--- config.mk ---
export PLATFORM = sky130hd
export DESIGN_NAME = modbus_rtu_slave_frame_handler
export DESIGN_NICKNAME = d
export VERILOG_FILES = /design/src/rtl/mbrtu_pkg.sv /design/src/rtl/mbrtu_ram.sv /design/src/rtl/modbus_rtu_slave_frame_handler.sv
export SDC_FILE = /design/constraint.sdc
export NUM_CORES = 2
export LEC_CHECK = 0
export CORE_ASPECT_RATIO = 0.5
export CORE_MARGIN = 5
export CORE_UTILIZATION = 55
export CTS_BUF_LIST = sky130_fd_sc_hd__clkbuf_8
export DETAILED_ROUTE_END_ITERATION = 12
export DONT_BUFFER_PORTS = 1
export PLACE_DENSITY = 0.73
export SKIP_LAST_GASP = 1
export SYNTH_ARGS = -nofsm -noshare
export SYNTH_HDL_FRONTEND = slang
export SYNTH_SLANG_ARGS = --single-unit
--- constraint.sdc ---
create_clock -name aclk -period 4.65 [get_ports aclk]
set_input_delay 0.2325 -clock aclk [delete_from_list [all_inputs] [get_ports aclk]]
set_output_delay 0.2325 -clock aclk [all_outputs]
set_load 0.005 [all_outputs]
--- src/rtl/mbrtu_pkg.sv ---
`timescale 1ns / 1ps
`default_nettype none
// ----------------------------------------------------------------------------
// mbrtu_pkg
// shared types, constants and the crc byte step for the modbus rtu slave
// ----------------------------------------------------------------------------
package mbrtu_pkg;

    localparam int DEPTH_DEF     = 16;
    localparam int FRAME_MAX_DEF = 64;

    localparam logic [7:0]  FC_READ   = 8'h03;
    localparam logic [7:0]  FC_WRITE  = 8'h10;
    localparam logic [7:0]  EXC_FLAG  = 8'h80;
    localparam logic [7:0]  EXC_FUNC  = 8'h01;
    localparam logic [7:0]  EXC_ADDR  = 8'h02;
    localparam logic [7:0]  EXC_QTY   = 8'h03;
    localparam logic [15:0] CRC_INIT  = 16'hFFFF;
    localparam logic [15:0] CRC_POLY  = 16'hA001;

    localparam logic [1:0] REG_SLAVE = 2'd0;
    localparam logic [1:0] REG_FIRST = 2'd1;
    localparam logic [1:0] REG_COUNT = 2'd2;

    typedef struct packed {
        logic [7:0] rx_byte;
        logic       frame_end;
    } rx_item_t;

    typedef struct packed {
        logic [7:0] tx_byte;
        logic       tx_last;
    } tx_item_t;

    typedef enum logic [4:0] {
        ST_RX,
        ST_CLR,
        ST_HDR0,
        ST_HDR1,
        ST_HDR2,
        ST_HDR3,
        ST_HDR4,
        ST_HDR5,
        ST_HDR6,
        ST_DECIDE,
        ST_WR_HI,
        ST_WR_LO,
        ST_WR_PUT,
        ST_RD_REQ,
        ST_RD_WAIT,
        ST_EMIT,
        ST_CRC_LO,
        ST_CRC_HI
    } state_t;

    function automatic logic [15:0] crc_byte(input logic [15:0] crc, input logic [7:0] b);
        logic [15:0] c;
        c = crc ^ {8'h00, b};
        for (int i = 0; i < 8; i++) begin
            c = c[0] ? ((c >> 1) ^ CRC_POLY) : (c >> 1);
        end
        return c;
    endfunction

endpackage
`default_nettype wire

--- src/rtl/mbrtu_ram.sv ---
`timescale 1ns / 1ps
`default_nettype none
// ----------------------------------------------------------------------------
// mbrtu_ram
// generic simple dual-port synchronous ram (one write, one read port) with registered read
// ----------------------------------------------------------------------------
module mbrtu_ram #(
    parameter int WIDTH = 8,
    parameter int DEPTH = 64
) (
    input  wire                      aclk,
    input  wire                      we,
    input  wire [$clog2(DEPTH)-1:0]  waddr,
    input  wire [WIDTH-1:0]          wdata,
    input  wire [$clog2(DEPTH)-1:0]  raddr,
    output logic [WIDTH-1:0]         rdata
);
    logic [WIDTH-1:0] mem [DEPTH];

    always_ff @(posedge aclk) begin
        if (we) begin
            mem[waddr] <= wdata;
        end
        rdata <= mem[raddr];
    end
endmodule
`default_nettype wire

--- src/rtl/modbus_rtu_slave_frame_handler.sv ---
`timescale 1ns / 1ps
`default_nettype none
// ----------------------------------------------------------------------------
// modbus_rtu_slave_frame_handler
// modbus rtu slave serving read (03) and write multiple (16) holding registers
// ----------------------------------------------------------------------------
// Each received byte is written into a frame memory and folded into a running
// crc as it is taken, so s_ready stays high between the bytes of a frame. On
// the byte marked frame_end the frame is checked and served from the frame
// memory and the holding word memory, both simple dual port with registered
// read: the header is read in ST_HDR0 to ST_HDR6, each written word is read
// byte by byte and stored (ST_WR_HI, ST_WR_LO, ST_WR_PUT), each read word is
// fetched (ST_RD_REQ, ST_RD_WAIT) and response bytes go out as m_ready takes
// them. After reset the holding memory is cleared, DEPTH words rounded up to
// a power of two, before any byte is taken, and none while a frame is served.
module modbus_rtu_slave_frame_handler #(
    parameter int DEPTH     = mbrtu_pkg::DEPTH_DEF,
    parameter int FRAME_MAX = mbrtu_pkg::FRAME_MAX_DEF
) (
    input  wire                  aclk,
    input  wire                  aresetn,
    input  wire                  cfg_we,
    input  wire [1:0]            cfg_index,
    input  wire [15:0]           cfg_data,
    input  wire                  s_valid,
    output logic                 s_ready,
    input  wire mbrtu_pkg::rx_item_t s_data,
    output logic                 m_valid,
    input  wire                  m_ready,
    output mbrtu_pkg::tx_item_t  m_data
);
    localparam int FA = $clog2(FRAME_MAX);
    localparam int WA = (DEPTH > 1) ? $clog2(DEPTH) : 1;
    localparam int LW = $clog2(FRAME_MAX + 1);
    localparam int RD = 1 << WA;

    // configuration
    logic [7:0]  slave_reg;
    logic [15:0] first_reg;
    logic [4:0]  count_cfg_reg;

    always_ff @(posedge aclk) begin
        if (!aresetn) begin
            slave_reg     <= '0;
            first_reg     <= '0;
            count_cfg_reg <= '0;
        end else if (cfg_we) begin
            case (cfg_index)
                mbrtu_pkg::REG_SLAVE: slave_reg     <= cfg_data[7:0];
                mbrtu_pkg::REG_FIRST: first_reg     <= cfg_data;
                mbrtu_pkg::REG_COUNT: count_cfg_reg <= cfg_data[4:0];
                default: ;
            endcase
        end
    end

    logic [5:0] count;
    assign count = ({1'b0, count_cfg_reg} < 6'(DEPTH)) ? {1'b0, count_cfg_reg} : 6'(DEPTH);

    // state
    mbrtu_pkg::state_t state_reg, state_next;
    logic [LW-1:0] len_reg, len_next;
    logic          ovf_reg, ovf_next;
    logic [15:0]   crc_reg, crc_next;
    logic [15:0]   tcrc_reg, tcrc_next;
    logic [7:0]    fc_reg, fc_next;
    logic [15:0]   addr_reg, addr_next;
    logic [15:0]   qty_reg, qty_next;
    logic [7:0]    bc_reg, bc_next;
    logic [7:0]    id_reg, id_next;
    logic [16:0]   offs_reg, offs_next;
    logic [16:0]   k_reg, k_next;
    logic [7:0]    hi_reg, hi_next;
    logic [7:0]    code_reg, code_next;
    logic [15:0]   word_reg, word_next;
    logic          wpart_reg, wpart_next;
    logic          rdmode_reg, rdmode_next;

    // frame memory
    logic          f_we;
    logic [FA-1:0] f_waddr, f_raddr;
    logic [7:0]    f_rdata;
    // word memory
    logic          w_we;
    logic [WA-1:0] w_waddr, w_raddr;
    logic [15:0]   w_wdata, w_rdata;

    mbrtu_ram #(.WIDTH(8), .DEPTH(FRAME_MAX)) u_frame (
        .aclk(aclk), .we(f_we), .waddr(f_waddr), .wdata(s_data.rx_byte),
        .raddr(f_raddr), .rdata(f_rdata)
    );

    mbrtu_ram #(.WIDTH(16), .DEPTH(RD)) u_words (
        .aclk(aclk), .we(w_we), .waddr(w_waddr), .wdata(w_wdata),
        .raddr(w_raddr), .rdata(w_rdata)
    );

    always_ff @(posedge aclk) begin
        if (!aresetn) begin
            state_reg  <= mbrtu_pkg::ST_CLR;
            len_reg    <= '0;
            ovf_reg    <= 1'b0;
            crc_reg    <= mbrtu_pkg::CRC_INIT;
            k_reg      <= '0;
        end else begin
            state_reg  <= state_next;
            len_reg    <= len_next;
            ovf_reg    <= ovf_next;
            crc_reg    <= crc_next;
            k_reg      <= k_next;
        end
        tcrc_reg   <= tcrc_next;
        fc_reg     <= fc_next;
        addr_reg   <= addr_next;
        qty_reg    <= qty_next;
        bc_reg     <= bc_next;
        id_reg     <= id_next;
        offs_reg   <= offs_next;
        hi_reg     <= hi_next;
        code_reg   <= code_next;
        word_reg   <= word_next;
        wpart_reg  <= wpart_next;
        rdmode_reg <= rdmode_next;
    end

    logic [15:0] crc_upd;
    logic [16:0] last_addr;
    logic [7:0]  emit_byte;
    logic        emit_go;

    always_comb begin
        state_next  = state_reg;
        len_next    = len_reg;
        ovf_next    = ovf_reg;
        crc_next    = crc_reg;
        tcrc_next   = tcrc_reg;
        fc_next     = fc_reg;
        addr_next   = addr_reg;
        qty_next    = qty_reg;
        bc_next     = bc_reg;
        id_next     = id_reg;
        offs_next   = offs_reg;
        k_next      = k_reg;
        hi_next     = hi_reg;
        code_next   = code_reg;
        word_next   = word_reg;
        wpart_next  = wpart_reg;
        rdmode_next = rdmode_reg;
        s_ready     = 1'b0;
        m_valid     = 1'b0;
        m_data      = '0;
        f_we        = 1'b0;
        f_waddr     = len_reg[FA-1:0];
        f_raddr     = '0;
        w_we        = 1'b0;
        w_waddr     = k_reg[WA-1:0];
        w_wdata     = '0;
        w_raddr     = '0;
        crc_upd     = mbrtu_pkg::crc_byte(crc_reg, s_data.rx_byte);
        last_addr   = {1'b0, first_reg} + 17'(count);
        emit_byte   = '0;
        emit_go     = 1'b0;

        case (state_reg)
            mbrtu_pkg::ST_CLR: begin
                w_we    = 1'b1;
                w_waddr = k_reg[WA-1:0];
                k_next  = k_reg + 17'd1;
                if (k_reg == 17'(RD - 1)) begin
                    state_next = mbrtu_pkg::ST_RX;
                end
            end
            mbrtu_pkg::ST_RX: begin
                s_ready = 1'b1;
                if (s_valid) begin
                    if (len_reg < LW'(FRAME_MAX)) begin
                        f_we     = 1'b1;
                        len_next = len_reg + LW'(1);
                    end else begin
                        ovf_next = 1'b1;
                    end
                    crc_next = crc_upd;
                    if (s_data.frame_end) begin
                        len_next = '0;
                        ovf_next = 1'b0;
                        crc_next = mbrtu_pkg::CRC_INIT;
                        if (!(ovf_reg || len_reg == LW'(FRAME_MAX))
                            && crc_upd == 16'h0 && len_reg >= LW'(7)) begin
                            // keep the frame length for the byte count check
                            k_next     = 17'(len_reg) + 17'd1;
                            state_next = mbrtu_pkg::ST_HDR0;
                        end
                    end
                end
            end
            mbrtu_pkg::ST_HDR0: begin
                f_raddr    = FA'(0);
                state_next = mbrtu_pkg::ST_HDR1;
            end
            mbrtu_pkg::ST_HDR1: begin
                f_raddr    = FA'(1);
                id_next    = f_rdata;
                state_next = mbrtu_pkg::ST_HDR2;
            end
            mbrtu_pkg::ST_HDR2: begin
                f_raddr    = FA'(2);
                fc_next    = f_rdata;
                if (id_reg != slave_reg) begin
                    state_next = mbrtu_pkg::ST_RX;
                end else begin
                    state_next = mbrtu_pkg::ST_HDR3;
                end
            end
            mbrtu_pkg::ST_HDR3: begin
                f_raddr         = FA'(3);
                addr_next[15:8] = f_rdata;
                state_next      = mbrtu_pkg::ST_HDR4;
            end
            mbrtu_pkg::ST_HDR4: begin
                f_raddr        = FA'(4);
                addr_next[7:0] = f_rdata;
                state_next     = mbrtu_pkg::ST_HDR5;
            end
            mbrtu_pkg::ST_HDR5: begin
                f_raddr        = FA'(5);
                qty_next[15:8] = f_rdata;
                state_next     = mbrtu_pkg::ST_HDR6;
            end
            mbrtu_pkg::ST_HDR6: begin
                f_raddr        = FA'(6);
                qty_next[7:0]  = f_rdata;
                offs_next      = {1'b0, addr_reg} - {1'b0, first_reg};
                state_next     = mbrtu_pkg::ST_DECIDE;
            end
            mbrtu_pkg::ST_DECIDE: begin
                bc_next   = f_rdata;
                code_next = '0;
                tcrc_next = mbrtu_pkg::CRC_INIT;
                if (fc_reg != mbrtu_pkg::FC_READ && fc_reg != mbrtu_pkg::FC_WRITE) begin
                    code_next  = mbrtu_pkg::EXC_FUNC;
                    state_next = mbrtu_pkg::ST_EMIT;
                end else if (addr_reg < first_reg || {1'b0, addr_reg} >= last_addr) begin
                    code_next  = mbrtu_pkg::EXC_ADDR;
                    state_next = mbrtu_pkg::ST_EMIT;
                end else if (fc_reg == mbrtu_pkg::FC_READ) begin
                    rdmode_next = 1'b1;
                    if (offs_reg + {1'b0, qty_reg} > 17'(count)) begin
                        code_next  = mbrtu_pkg::EXC_QTY;
                        state_next = mbrtu_pkg::ST_EMIT;
                    end else begin
                        state_next = mbrtu_pkg::ST_EMIT;
                    end
                end else begin
                    rdmode_next = 1'b0;
                    if (f_rdata != 8'd0 && ({qty_reg, 1'b0} != {9'd0, f_rdata}
                        || {9'd0, f_rdata} + 17'd9 > k_reg)) begin
                        code_next  = mbrtu_pkg::EXC_QTY;
                        state_next = mbrtu_pkg::ST_EMIT;
                    end else begin
                        k_next     = '0;
                        state_next = mbrtu_pkg::ST_WR_HI;
                    end
                end
                if (state_next == mbrtu_pkg::ST_EMIT) begin
                    k_next = '0;
                end
            end
            mbrtu_pkg::ST_WR_HI: begin
                // k counts words; stop at bc/2
                if (k_reg >= 17'(bc_reg[7:1])) begin
                    state_next = mbrtu_pkg::ST_EMIT;
                end else if (offs_reg + k_reg >= 17'(count)) begin
                    code_next  = mbrtu_pkg::EXC_QTY;
                    state_next = mbrtu_pkg::ST_EMIT;
                end else begin
                    f_raddr    = FA'(17'd7 + {k_reg[15:0], 1'b0});
                    state_next = mbrtu_pkg::ST_WR_LO;
                end
                if (state_next == mbrtu_pkg::ST_EMIT) begin
                    k_next = '0;
                end
            end
            mbrtu_pkg::ST_WR_LO: begin
                f_raddr    = FA'(17'd8 + {k_reg[15:0], 1'b0});
                hi_next    = f_rdata;
                state_next = mbrtu_pkg::ST_WR_PUT;
            end
            mbrtu_pkg::ST_WR_PUT: begin
                w_we       = 1'b1;
                w_waddr    = WA'(offs_reg + k_reg);
                w_wdata    = {hi_reg, f_rdata};
                k_next     = k_reg + 17'd1;
                state_next = mbrtu_pkg::ST_WR_HI;
            end
            mbrtu_pkg::ST_RD_REQ: begin
                // response byte 3 carries the high byte of the first word
                w_raddr    = WA'(offs_reg + {1'b0, k_reg[16:1]} - 17'd1);
                state_next = mbrtu_pkg::ST_RD_WAIT;
            end
            mbrtu_pkg::ST_RD_WAIT: begin
                word_next  = w_rdata;
                wpart_next = 1'b1;
                state_next = mbrtu_pkg::ST_EMIT;
            end
            mbrtu_pkg::ST_EMIT: begin
                // k indexes response bytes before the crc
                emit_go = 1'b1;
                if (code_reg != 8'd0) begin
                    case (k_reg[1:0])
                        2'd0:    emit_byte = id_reg;
                        2'd1:    emit_byte = fc_reg | mbrtu_pkg::EXC_FLAG;
                        default: emit_byte = code_reg;
                    endcase
                end else if (rdmode_reg) begin
                    if (k_reg == 17'd0) begin
                        emit_byte = id_reg;
                    end else if (k_reg == 17'd1) begin
                        emit_byte = fc_reg;
                    end else if (k_reg == 17'd2) begin
                        emit_byte = qty_reg[6:0] << 1;
                    end else if (!wpart_reg) begin
                        emit_go    = 1'b0;
                        state_next = mbrtu_pkg::ST_RD_REQ;
                    end else begin
                        emit_byte = k_reg[0] ? word_reg[15:8] : word_reg[7:0];
                    end
                end else begin
                    case (k_reg[2:0])
                        3'd0:    emit_byte = id_reg;
                        3'd1:    emit_byte = fc_reg;
                        3'd2:    emit_byte = addr_reg[15:8];
                        3'd3:    emit_byte = addr_reg[7:0];
                        3'd4:    emit_byte = qty_reg[15:8];
                        default: emit_byte = qty_reg[7:0];
                    endcase
                end
                if (emit_go) begin
                    m_valid         = 1'b1;
                    m_data.tx_byte  = emit_byte;
                    m_data.tx_last  = 1'b0;
                    if (m_ready) begin
                        tcrc_next = mbrtu_pkg::crc_byte(tcrc_reg, emit_byte);
                        k_next    = k_reg + 17'd1;
                        if (rdmode_reg && code_reg == 8'd0 && k_reg >= 17'd3
                            && !k_reg[0]) begin
                            wpart_next = 1'b0;
                        end
                        if ((code_reg != 8'd0 && k_reg == 17'd2)
                            || (code_reg == 8'd0 && !rdmode_reg && k_reg == 17'd5)
                            || (code_reg == 8'd0 && rdmode_reg
                                && k_reg == 17'd2 + {qty_reg, 1'b0})) begin
                            state_next = mbrtu_pkg::ST_CRC_LO;
                        end
                    end
                end
            end
            mbrtu_pkg::ST_CRC_LO: begin
                m_valid        = 1'b1;
                m_data.tx_byte = tcrc_reg[7:0];
                if (m_ready) begin
                    state_next = mbrtu_pkg::ST_CRC_HI;
                end
            end
            mbrtu_pkg::ST_CRC_HI: begin
                m_valid        = 1'b1;
                m_data.tx_byte = tcrc_reg[15:8];
                m_data.tx_last = 1'b1;
                if (m_ready) begin
                    state_next = mbrtu_pkg::ST_RX;
                end
            end
            default: begin
                state_next = mbrtu_pkg::ST_RX;
            end
        endcase
        if (state_reg == mbrtu_pkg::ST_DECIDE) begin
            wpart_next = 1'b0;
        end
    end
endmodule
`default_nettype wire

# Yosys cells after proc, flatten, opt, wreduce, memory -nomap -nowiden
# Memories as Yosys holds them, arrays and structs flattened. A register that Yosys moved wholly into a read port is not among the register bits.
# Cells that the tools add are included.
totals:
  output_inout_bits: 11
  mem_bits_rw: 768
  regBits: 198
  elab_cells: 280
  memories: 2
classes:
  n_eq_ne: 54
  mux: 112
  bitwise: 20
  n_addsub: 13
  order_cmp: 10
  n_reduce_logical: 47
memory_table:
  columns: ["memory", "depth", "width", "read_ports", "rd_clocked_by_memory_dff", "wr", "line_no", "source"]
  rows:
  - ["u_frame.mem", 64, 8, 1, 1, 1, "mbrtu_ram.sv:18", "logic [WIDTH-1:0] mem [DEPTH];"]
  - ["u_words.mem", 16, 16, 1, 1, 1, "mbrtu_ram.sv:18", null]
ops:
  columns: ["op", "count"]
  rows:
  - ["16-bit two-way mux", 20]
  - ["17-bit two-way mux", 11]
  - ["8-bit two-way mux", 13]
  - ["5-bit two-way mux", 18]
  - ["5-bit case mux with 18 select lines", 1]
  - ["17-bit case mux with 5 select lines", 1]
  - ["5-bit by 4-bit equality test with 1-bit output (second input constant)", 10]
  - ["2-bit inverter with 3-bit output", 16]
  - ["6-bit case mux with 8 select lines", 1]
  - ["8-bit case mux with 5 select lines", 1]
  - ["16-bit case mux with 2 select lines", 1]
  - ["8-bit case mux with 2 select lines", 2]
  - ["16-bit by 8-bit bitwise XOR with 16-bit output", 2]
  - ["2-bit inequality test (second input constant)", 13]
  - ["8-bit case mux with 3 select lines", 1]
  - ["1-bit two-way mux", 23]
  - ["3-bit two-way mux", 7]
  - ["5-bit by 3-bit equality test with 1-bit output (second input constant)", 4]
  - ["16-bit by 5-bit adder with 17-bit output", 1]
  - ["17-bit by 1-bit adder with 17-bit output (second input constant)", 1]
  - ["17-bit by 16-bit adder with 17-bit output", 1]
  - ["17-bit adder", 1]
  - ["2-bit by 17-bit adder with 17-bit output (first input constant)", 1]
  - ["17-bit by 1-bit equality test with 1-bit output (second input constant)", 1]
  - ["other kinds (62)", 105]

# Longest topological paths before layout
depth:
  depth_word: 28
  depth_mapped: 23
  ltp_nobuf: 23

# By module
# From an unflattened synthesis, not the netlist that was laid out.
unflattened:
  hier_cells: 2936
  area_unflattened_um2: 44091.0
modules_own_cells:
  columns: ["module", "cells_per_inst", "seq_area_each_um2", "n_inst", "area_per_inst_um2"]
  rows:
  - ["mbrtu_ram at u_frame", 972, 15534.9, 1, 20190.6]
  - ["modbus_rtu_slave_frame_handler", 1532, 4974.8, 1, 13858.3]
  - ["mbrtu_ram at u_words", 432, 8007.7, 1, 10042.1]

# Least setup slack after synthesis
# OpenSTA, ideal clock, no wires.
synth_path:
  path_type: "register -> register"
  startpoint: "register k_reg[1]"
  endpoint: "register u_frame.rdata[6] (read register of u_frame.mem)"
  path_buffers: 2
  period_less_slack_ps: 4792
  arrival_time_ps: 4675
  path_stages_with_launch: 22
  t_required_ps: 4534
  setup_slack_ps: -142
  setup_time_ps: 116
  cell_sequence: "dfxtp_1 > clkbuf_1 > inv_1 > fa_1 > nand2b_1 > nand2b_1 > a21oi_1 > xnor2_1 > ha_1 > a221oi_1 > o211ai_1 > a2111oi_0 > o2111a_1 > nand4_1 > o41ai_2 > buf_4 > mux2i_1 > nor3_1 > or4_1 > nor4_1 > nor3_1 > o211a_1"
synth_via:
  elab_chain_cells: 5
  word_cells_on_any_way: 8
  cone_classes: "add/sub (3); order compare (2); mux (3)"
synth_rtl:
  columns: ["element", "line_no", "source"]
  rows:
  - ["start: declaration", "modbus_rtu_slave_frame_handler.sv:72", "logic [16:0] k_reg, k_next;"]
  - ["start signal: assignment", "modbus_rtu_slave_frame_handler.sv:110", "k_reg <= k_next;"]
  - ["17-bit adder", null, null]
  - ["17-bit by 5-bit greater-or-equal comparator with 1-bit output", "modbus_rtu_slave_frame_handler.sv:272", "end else if (offs_reg + k_reg >= 17'(count)) begin"]
  - ["6-bit two-way mux", "modbus_rtu_slave_frame_handler.sv:272", null]
  - ["6-bit two-way mux", "modbus_rtu_slave_frame_handler.sv:270", "if (k_reg >= 17'(bc_reg[7:1])) begin"]
  - ["6-bit case mux with 8 select lines *", "modbus_rtu_slave_frame_handler.sv:164", "case (state_reg)"]
  - ["end: declaration", "mbrtu_ram.sv:16", "output logic [WIDTH-1:0] rdata"]
# Mark *: on every way between the ends. The rest lies on a longest branch, timed or not.
# A chain may end at the register's enable or synchronous reset.

# Worst setup path after layout
layout_path:
  startpoint: "register offs_reg[0]"
  endpoint: "register u_frame.rdata[5] (read register of u_frame.mem)"
layout_via:
  elab_chain_cells: 5
layout_rtl:
  columns: ["element", "line_no", "source"]
  rows:
  - ["start: declaration", "modbus_rtu_slave_frame_handler.sv:71", "logic [16:0] offs_reg, offs_next;"]
  - ["start signal: assignment", "modbus_rtu_slave_frame_handler.sv:118", "offs_reg <= offs_next;"]
  - ["17-bit adder", null, null]
  - ["17-bit by 5-bit greater-or-equal comparator with 1-bit output", "modbus_rtu_slave_frame_handler.sv:272", null]
  - ["6-bit two-way mux", "modbus_rtu_slave_frame_handler.sv:272", null]
  - ["6-bit two-way mux", "modbus_rtu_slave_frame_handler.sv:270", null]
  - ["6-bit case mux with 8 select lines", "modbus_rtu_slave_frame_handler.sv:164", null]
# Every way passes these cells.

==> results.sh <==
export IMPL_clock_sinks=983
export IMPL_dp_hpwl_um=80410
export IMPL_total_leakage_power_nw=18.34
export IMPL_vias_per_cell=6.231
export IMPL_critPathArrivalTime_ps=5500
export IMPL_hp_class="primary input to flip-flop"
export IMPL_grtUsageTotal=0.2829
export IMPL_die_area_mm2=0.08774
export IMPL_dpl_worst_slack_ps=-639.3
export IMPL_ios=43
export IMPL_cp_startpoint="offs_reg[0]"
export IMPL_yosysSeqAreaShare=0.6355
export IMPL_cap_violations=0
export IMPL_final_cells=5177
export IMPL_clock_root_buffer="clkbuf_8"
export IMPL_synth_avg_cell_area_um2=12.41
export IMPL_rsz0062_at_grt="yes"
export IMPL_maxSlewHeadroom=0.1026
export IMPL_top_regs="u_frame.mem (512), u_words.mem (256)"
export IMPL_syn_to_final_growth_pct=18.00
export IMPL_die_h_um=212.0
export IMPL_rows=74
export IMPL_syn_area_mm2=0.04487
export IMPL_ant_nets=0
export IMPL_ys_warnings_count=0
export IMPL_nets=4108
export IMPL_coreArea_mm2=0.08120
export IMPL_maxSlewViolCount=0
export IMPL_period_share=1.016
export IMPL_start_util=0.5526
export IMPL_drt_iter0_drc=4086
export IMPL_synth_edff_count=883
export IMPL_min_delay_start="cfg_data[11]"
export IMPL_route_detailed_drc=0
export IMPL_fin_area_mm2=0.05295
export IMPL_crit_required_ps=5430
export IMPL_critical_path_class="flip-flop to flip-flop"
export IMPL_clock_skew_ps=38.93
export IMPL_synth_seq_cells=983
export IMPL_setup_ws_ps=-73.65
export IMPL_ys_types=97
export IMPL_cp_max_fo=8
export IMPL_cp_start_kind="flip-flop"
export IMPL_largest_reg_flops=512
export IMPL_die_w_um=413.9
export IMPL_clk_latency_ps=850
export IMPL_layout_min_cycle_time_ps=4724
export IMPL_synth_ff_type="edfxtp_1"
export IMPL_grt_pass1_vias=31117
export IMPL_numPortBuffers=0
export IMPL_seq_area_mm2=0.02852
export IMPL_whs_ps=110.6
export IMPL_placed_area_mm2=0.04794
export IMPL_wire_per_inst_um=24.64
export IMPL_multi_input_area_mm2=0.01631
export IMPL_violations="setup timing"
export IMPL_r2r_start="offs_reg[0]"
export IMPL_grt_overflow_total=0
export IMPL_antenna_found_initial=2
export IMPL_timing_fmax_mhz=211.7
export IMPL_outcome="complete, but fails checks"
export IMPL_power_density_mw_per_mm2=330.5
export IMPL_endpoint_kind="flip-flop"
export IMPL_tightest_slew_ps=1335
export IMPL_grt_max_degree=66
export IMPL_first_pass_iters=8
export IMPL_async_reset_ff_frac=0
export IMPL_synth_fp_nets=3767
export IMPL_clk_pin_slew_ps=70
export IMPL_dp_cells=4817
export IMPL_cts_tree="yes"
export IMPL_routed_wl_um=127600
export IMPL_numCtsBuffers=141
export IMPL_largest_register="u_frame.mem"
export IMPL_htreeDepth=4
export IMPL_synth_cells=3617
export IMPL_cts_buffer_depth=3
export IMPL_vdd_ir_drop_worst_uv=250.9
export IMPL_place_gp_congestion=0.9318
export IMPL_fillers=5785
export IMPL_finalSetupViolCount=3
export IMPL_vias=32260
export IMPL_grt_pass1_wl_um=188400
export IMPL_drive_above_1_share=0.1937
export IMPL_final_hold_viol_count=0
-- synth_stat cells, drive strengths merged (16+ instances only) --
library cell | instances | area share
mux4 | 33 | 0.017
a221oi | 16 | 0.0035
nand2 | 530 | 0.044
mux2 | 34 | 0.0085
xor2 | 40 | 0.0081
and2 | 25 | 0.0035
a22oi | 37 | 0.0062
nor4 | 25 | 0.0036
nor2 | 283 | 0.024
o22ai | 27 | 0.0038
a21oi | 211 | 0.024
nor2b | 32 | 0.0045
o21ai | 85 | 0.0096
nor3 | 57 | 0.0067
inv | 86 | 0.0072
buf | 64 | 0.0070
mux2i | 128 | 0.029
edfxtp | 883 | 0.59
nand3 | 135 | 0.015
nand4 | 27 | 0.0038
and3 | 46 | 0.0064
dfxtp | 100 | 0.045
a211oi | 39 | 0.0065
clkbuf | 123 | 0.010
a21o | 24 | 0.0040
a31oi | 73 | 0.010
xnor2 | 96 | 0.019
or3 | 17 | 0.0025
ha | 113 | 0.032
o211ai | 20 | 0.0039
-- stage by stage --
step           utilization  setup TNS [ps]  power, mW
3_5_place_dp        0.5904           -3501      10.73
3_3_place_gp        0.5904           -2721      10.72
5_1_grt             0.6520           -1486      18.09
6_report            0.6521          -124.9      17.50
2_1_floorplan            -               0      10.49
4_1_cts             0.6390          -47.31      17.51
-- critical path: stages, from the launching register on --
cell       delay (ps)
edfxtp_1          360
ha_2              200
inv_2              40
fa_2              350
nand2b_4          160
nand2b_4           60
a21oi_2            50
xnor2_1           140
ha_2              200
a221oi_2          170
o211ai_1          130
a2111oi_2         300
o2111a_2          320
nand4_1           140
buf_4             190
o41ai_4           210
buf_6             160
buf_8             140
clkbuf_16         180
buf_4             150
nand2_1            90
a21oi_1           370
a211oi_4           60
nand3_2           120
a2bb2oi_2         190
and3_1            170
-- final cells by class --
cell class | count | area share
diodes | 2 | 0.00009452
clock buffers | 150 | 0.03899
clock inverters | 108 | 0.01196
inverters | 86 | 0.006097
multi-input cells | 2361 | 0.3081
flip-flops and latches | 983 | 0.5386
well taps | 1102 | 0.02604
repair buffers | 385 | 0.07007
-- timing repair --
item,4_1_cts,5_1_grt
hold endpoints to repair,598,0
pin swaps,35,81
setup endpoints to repair,8,28
gates cloned,3,7
gates resized for setup,96,137
hold buffers,49,0
setup buffers,13,33
-- cell families (layout without fill, tap and decap cells) --
family                   count (synthesis)  after routing  synth area share
multiplexers                           195            195           0.05365
adder cells (fa/ha/maj)                118            118           0.03374
XOR/XNOR                               138            138           0.02791
AO/OA/AOI/OAI                          674            674            0.1000
buffers and inverters                  273            729           0.02451
other                                    0              2                 0
flip-flops                             983            983            0.6355
AND/OR/NAND/NOR                       1236           1236            0.1246
-- cells in the final DEF, fill, tap and decap left out, drive strengths merged, types with 17 or more instances in the layout --
master	count
edfxtp	883
nand2	530
buf	335
nor2	283
a21oi	211
clkbuf	158
inv	139
nand3	135
mux2i	128
ha	113
dfxtp	100
xnor2	96
o21ai	85
a31oi	73
nor3	57
clkinv	47
and3	46
dlygate4sd3	41
xor2	40
a211oi	39
a22oi	37
mux2	34
mux4	33
nor2b	32
nand4	27
o22ai	27
and2	25
nor4	25
a21o	24
o211ai	20
or3	17
-- routing by layer --
metal	global-route usage	wire length, um	share of wire	up-vias
li1	-	-	-	14244
met1	0.3921	50970	0.40	15803
met2	0.4465	58800	0.46	1918
met3	0.05781	13040	0.10	291
met4	0.1089	4665	0.037	4
met5	0	96	0.00075	-
-- where the power goes --
part	switching (mW)	internal, mW
Clock	3.43	3.34
Combinational	0.625	0.412
Sequential	0.0494	9.65
Total	4.10	13.4
-- final timing paths --
| path | endpoint | slack, ps | depth (start not counted) |
|---|---|---|---|
| hold / removal | first_reg[11] | 110 | 3 |
| hold reg to reg | word_reg[4] | 410 | 0 |
| setup reg to reg | u_frame.rdata[5] | -70 | 25 |
| setup / recovery | u_frame.rdata[5] | -70 | 25 |
Power figures use the tool's default switching activity.
